$ cat src/rtl/core/sra_pkg.sv
package sra_pkg;

    localparam int ID_W       = 32;
    localparam int TIME_W     = 64;
    localparam int RES_LIMIT  = 32;   // most hits reported by one scan
    localparam int RES_CNT_W  = 6;    // holds 0..RES_LIMIT
    localparam int S_DATA_W   = 224;  // id, min, max, cutoff
    localparam int S_USER_W   = 1;    // op
    localparam int M_DATA_W   = 32;   // expired_id
    localparam int M_USER_W   = 3;    // kind, hit, status

    localparam logic OP_ADD      = 1'b0;
    localparam logic OP_SCAN     = 1'b1;
    localparam logic KIND_ACK    = 1'b0;
    localparam logic KIND_SCAN   = 1'b1;
    localparam logic STATUS_OK   = 1'b0;
    localparam logic STATUS_FULL = 1'b1;

    typedef enum logic [2:0] {
        ST_IDLE,
        ST_ADD,
        ST_MARK,
        ST_SCAN,
        ST_DONE
    } sra_state_t;

    // search token passed from cell to cell
    typedef struct packed {
        logic tok;
        logic found;
    } sra_tok_t;

    // per-cell control from the sequencer
    typedef struct packed {
        logic occupied;
        logic append;
        logic mark;
        logic shift;
    } sra_cell_ctl_t;

endpackage

$ cat src/rtl/core/sra_cell.sv
module sra_cell
    import sra_pkg::*;
(
    input  logic                     clk,
    input  logic                     rst_n,
    input  sra_cell_ctl_t            ctl,
    input  sra_tok_t                 tok_in,
    output sra_tok_t                 tok_out,
    input  logic [ID_W-1:0]          q_id,
    input  logic signed [TIME_W-1:0] q_lo,
    input  logic signed [TIME_W-1:0] q_hi,
    input  logic signed [TIME_W-1:0] cutoff,
    input  logic [ID_W-1:0]          nb_id,
    input  logic                     nb_hit,
    output logic [ID_W-1:0]          id_out,
    output logic                     hit_out
);

    logic [ID_W-1:0]          id_reg,  id_next;
    logic signed [TIME_W-1:0] min_reg, min_next;
    logic signed [TIME_W-1:0] max_reg, max_next;
    logic                     hit_reg, hit_next;
    sra_tok_t                 tok_reg, tok_next;
    logic                     match;

    assign match = tok_in.tok && !tok_in.found && ctl.occupied && (id_reg == q_id);

    always_comb
    begin
        id_next  = id_reg;
        min_next = min_reg;
        max_next = max_reg;
        hit_next = hit_reg;
        tok_next.tok   = tok_in.tok;
        tok_next.found = tok_in.found | match;
        if (match)
        begin
            if (q_lo < min_reg)
                min_next = q_lo;
            if (max_reg < q_hi)
                max_next = q_hi;
        end
        if (ctl.append)
        begin
            id_next  = q_id;
            min_next = q_lo;
            max_next = q_hi;
        end
        if (ctl.mark)
            hit_next = ctl.occupied && (max_reg < cutoff);
        if (ctl.shift)
        begin
            id_next  = nb_id;
            hit_next = nb_hit;
        end
    end

    always_ff @(posedge clk or negedge rst_n)
    begin
        if (!rst_n)
        begin
            hit_reg <= 1'b0;
            tok_reg <= '0;
        end
        else
        begin
            hit_reg <= hit_next;
            tok_reg <= tok_next;
        end
    end

    always_ff @(posedge clk)
    begin
        id_reg  <= id_next;
        min_reg <= min_next;
        max_reg <= max_next;
    end

    assign tok_out = tok_reg;
    assign id_out  = id_reg;
    assign hit_out = hit_reg;

endmodule

$ cat config.mk
export PLATFORM = sky130hd
export DESIGN_NAME = sra_cell
export DESIGN_NICKNAME = d
export VERILOG_FILES = /design/src/rtl/core/sra_pkg.sv /design/src/rtl/core/sra_cell.sv
export SDC_FILE = /design/constraint.sdc
export NUM_CORES = 1
export LEC_CHECK = 0
export ABC_AREA = 1
export BUFFER_PORTS_ARGS = -buffer_cell sky130_fd_sc_hd__buf_4
export CAP_MARGIN = 15
export CORE_MARGIN = 2
export CORE_UTILIZATION = 40
export DETAILED_ROUTE_END_ITERATION = 8
export PLACE_DENSITY = 0.78
export SLEW_MARGIN = 20
export SYNTH_ARGS = -nofsm -noshare
export SYNTH_HDL_FRONTEND = slang
export SYNTH_SLANG_ARGS = --single-unit
$ cat constraint.sdc
create_clock -name clk -period 10.2 [get_ports clk]
set_input_delay 0.51 -clock clk [delete_from_list [all_inputs] [get_ports clk]]
set_output_delay 0.51 -clock clk [all_outputs]
set_load 0.01 [all_outputs]
; Yosys cells after proc, flatten, opt, wreduce, memory -nomap -nowiden
; Cells that the tools add are included.
[totals]
in_bits = 265
ramBits = 0
romBits = 0
latchBits = 0
register_bits = 99
elab_cells = 26
mem_count = 0
output_inout_bits = 35
[op_classes]
order_cmp = 2
n_mux = 7
addsub = 0
n_reduce_logical = 10
bitwise_logic = 1
n_eq_ne = 1
n_shift = 0
n_mul = 0
n_div = 0
[ops]
columns = op, count
row1 = $mux W64, 3
row2 = $lt A64 B64 Y1, 2
row3 = $mux W32, 2
row4 = $eq A32 B32 Y1, 1
row5 = $reduce_bool A2 Y1, 4
row6 = $logic_and A1 B1 Y1, 4
row7 = $mux W1, 2
row8 = $reduce_and A2 Y1, 1
row9 = $logic_not A1 Y1, 1
row10 = $or A1 B1 Y1, 1

; Depth between registers and ports, before layout
[logic_depth]
word_depth = 6
mapped_depth = 17
mapped_depth_nobuf = 17

; Worst setup path before layout
; OpenSTA, ideal clock, no wires.
[synth_timing]
kind = input-to-reg
start = input q_hi[63]
end = register max_reg[0] (enable)
path_slack_ns = 6.732
path_buffers = 0
arrival_time_ns = 3.044
required_time_ns = 9.776
setup_ns = 0.424
path_stages = 11
path_cell_list = inv_1 -> ha_1 -> nand2_1 -> nor2_2 -> nand4_2 -> nor3b_2 -> and3_1 -> nand2_1 -> nand3_1 -> nand3_1 -> nand2_1
[synth_via]
elab_chain_cells = 3
[synth_lines]
columns = item, line_no
row1 = "start, declared", sra_cell.sv:11  ; input logic signed [TIME_W-1:0] q_hi,
row2 = $lt A64 B64 Y1, sra_cell.sv:40  ; if (max_reg < q_hi)
row3 = $reduce_bool A2 Y1 (no source line), n/a
row4 = $reduce_and A2 Y1 (no source line), n/a
row5 = "end signal, assigned", sra_cell.sv:76  ; max_reg <= max_next;
row6 = "end, declared", sra_cell.sv:21  ; logic signed [TIME_W-1:0] max_reg, max_next;
; No other way between the ends.
; A chain may end at the register's enable or synchronous reset.

; Worst setup path in the final report
[layout_timing]
start = register max_reg[63]
end = register max_reg[34] (enable)
[layout_via]
elab_chain_cells = 3
[layout_lines]
columns = item, line_no
row1 = $lt A64 B64 Y1, sra_cell.sv:40
row2 = $reduce_bool A2 Y1 (no source line), n/a
row3 = $reduce_and A2 Y1 (no source line), n/a
; No other way between the ends.

==> run metrics <==
min-delay src=tok_in[1]; NumNets Final=1450; fmax=0.324 GHz; row count=48; maximum number of pins on one net before global-route repair=57; VDD IR max=0.0994 mV; Leak Pwr=5.05 nW; FF-to-FF Start=max_reg[63]; Yosys reg bits=99; final total power=0.00117 W; WS Path Type=reg -> reg; Clock Latency Late Sink=350 ps; worst slew pin tran=794 ps; Die Wd=138 um; vias in the first global route=6203; max reg flops=64; clk sink count=99; Distinct cells, synth=29; cell area after synthesis=7140 um^2; Max-cap violations=0; startpoint types=register; vias per inst=4.70; CP Capture Type=register; # IOs=300; number of diodes=0; Final GP Congestion=0.828; full die area=18900 um^2; CTS tree=yes; R2R Setup Slk=7110 ps; RSZ-0062 raised after global routing=no; clk_skew=9.82 ps; Layout Cell Area excl Fill=9500 um^2; Final Slew Violations=0; yosys warns=0; Placement Cell Area=9180 um^2; clock transition at the registers of the reported paths=70 ps; initial core utilization=41.1%; WL per Instance=13.9 um; top cells by area, synth=edfxtp_1 40%, ha_1 22%, nand2_1 10%; setup TNS=0 ps; Setup-failing EPs final=0; post-synth top area cell=edfxtp_1; Syn Inst Count=816; port bufs=235; vias=6064; final WL=18000 um; Power Density=123 nW/um^2; Syn Area/Cell=8.74 um^2; CTS max path bufs=2; Worst EP required=10170 ps; Root Buffer=clkbuf_16; DR pass1 iterations=4; layout cells sized above 1=25.1%; global route total overflow=0; source of the critical timing path=max_reg[63]; Die Y=138 um; post-cts resize count=0; Fin. Hold Viols=0; max_slew headroom=47.1%; Seq/Total Area, Yosys=41.5%; dpl hpwl=14900 um; Tcrit/Tclk final=30.3%; Critical Path AT=3060 ps; Layout area overhead=33.2%; drt drc=0; Max H-tree Level=3; initial antenna violation count=0; core area=17400 um^2; Detailed Route Iter0 Violations=137; Num CTS Buffers=9; Final Core Density=54.7%; Overall Global Routing Usage=19.2%; net count after synthesis=1207; first-pass GRT wire length=28100 um; Hold Crit Class=in -> reg; run status=finished, final reports clean; Tmin final=3090 ps; Crit Path Max Fanout=56; post-route ant nets=0; area fraction of the dominant cell type after synthesis=40.4%
area by class of cell:
type,count,area [um^2]
fill,1605,7860
multi-input combinational,544,3530
sequential,99,2960
timing repair buffer,238,1790
inverter,167,627
tap,225,282
clock buffer,9,225
clock inverter,7,90.1
cell families (layout without fill, tap and decap cells):
group / after synthesis / in the layout / share of synthesized area, %
buf+inv: 173 / 421 / 9.10
compound gates: 96 / 96 / 7.03
xor+xnor: 20 / 20 / 2.45
fa+ha+maj: 126 / 126 / 22.1
simple gates: 302 / 302 / 17.9
flops: 99 / 99 / 41.5
critical path: stages, from the launching register on:
cell and delay [ps]:
edfxtp_1 400, ha_1 350, nand2_1 100, nor2_2 140, nand4_2 110, nor3b_2 230, and3_1 180, nand2_1 80
nand3_1 80, nand3_1 110, nand2_2 210, buf_4 660
repair_timing:
| action | CTS | global route |
|---|---|---|
| hold endpoints to repair | 3 | 0 |
| hold buffers | 1 | 0 |
| setup buffers | 0 | 0 |
| setup endpoints to repair | 0 | 0 |
placed cells by master (no fill, tap or decap), types with 2 or more instances in the layout:
cell / instances
dfrtp_1: 3
nor4_1: 5
nand4_1: 12
bufinv_16: 2
nor3b_1: 2
or2_2: 11
xnor2_1: 16
edfxtp_1: 96
inv_1: 166
o21ai_0: 33
nor2_1: 45
clkinv_2: 2
o21bai_1: 3
nor3_1: 4
clkbuf_16: 9
a21oi_1: 54
xor2_1: 4
and3_1: 3
ha_1: 126
clkinv_1: 2
nand2_1: 193
buf_4: 237
nand3_1: 22
a21o_1: 2
metrics by stage:
step	instances	hold WS, ps	worst slack (ps)
finish	1289	284	7110
global route	1289	264	6820
CTS	1289	270	7030
detailed placement	1272	312	6830
global placement	1272	310	6870
floorplan	816	214	6730
final timing paths:
check,end,depth (start not counted)
setup reg to reg,max_reg[34],11
hold / removal,tok_out[1],1
min in group asynchronous,tok_out[1],2
setup / recovery,max_reg[34],11
hold reg to reg,hit_out,2
max in group asynchronous,hit_out,2
synth_stat cells:
cell      instances
a21boi_0          1
a21o_1            2
a21oi_1          54
a22oi_1           1
a31oi_1           1
and3_1            3
clkbuf_1          6
clkinv_1          1
dfrtp_1           3
edfxtp_1         96
ha_1            126
inv_1           166
nand2_1         194
nand3_1          22
nand3b_1          1
nand4_1          12
nand4_2           1
nor2_1           45
nor2_2            1
nor3_1            4
nor3b_1           2
nor3b_2           1
nor4_1            5
o211ai_1          1
o21ai_0          33
o21bai_1          3
or2_2            11
xnor2_1          16
xor2_1            4
per-layer routing:
metal  routed length [um]  up-vias  GRT usage [%]
li1                     -     3170              -
met4                  432        0           6.30
met2                 8960      176           34.6
met1                 7290     2692           21.9
met3                 1290       26           5.22
met5                    0        -              0
power by group:
part	internal, W	switching [W]	leakage [nW]	total (W)
sequential	0.000489	0.0000243	0.992	0.000513
combinational	0.000144	0.000137	3.91	0.000281
clock	0.000215	0.000157	0.153	0.000372
(Power assumes the default switching activity.)
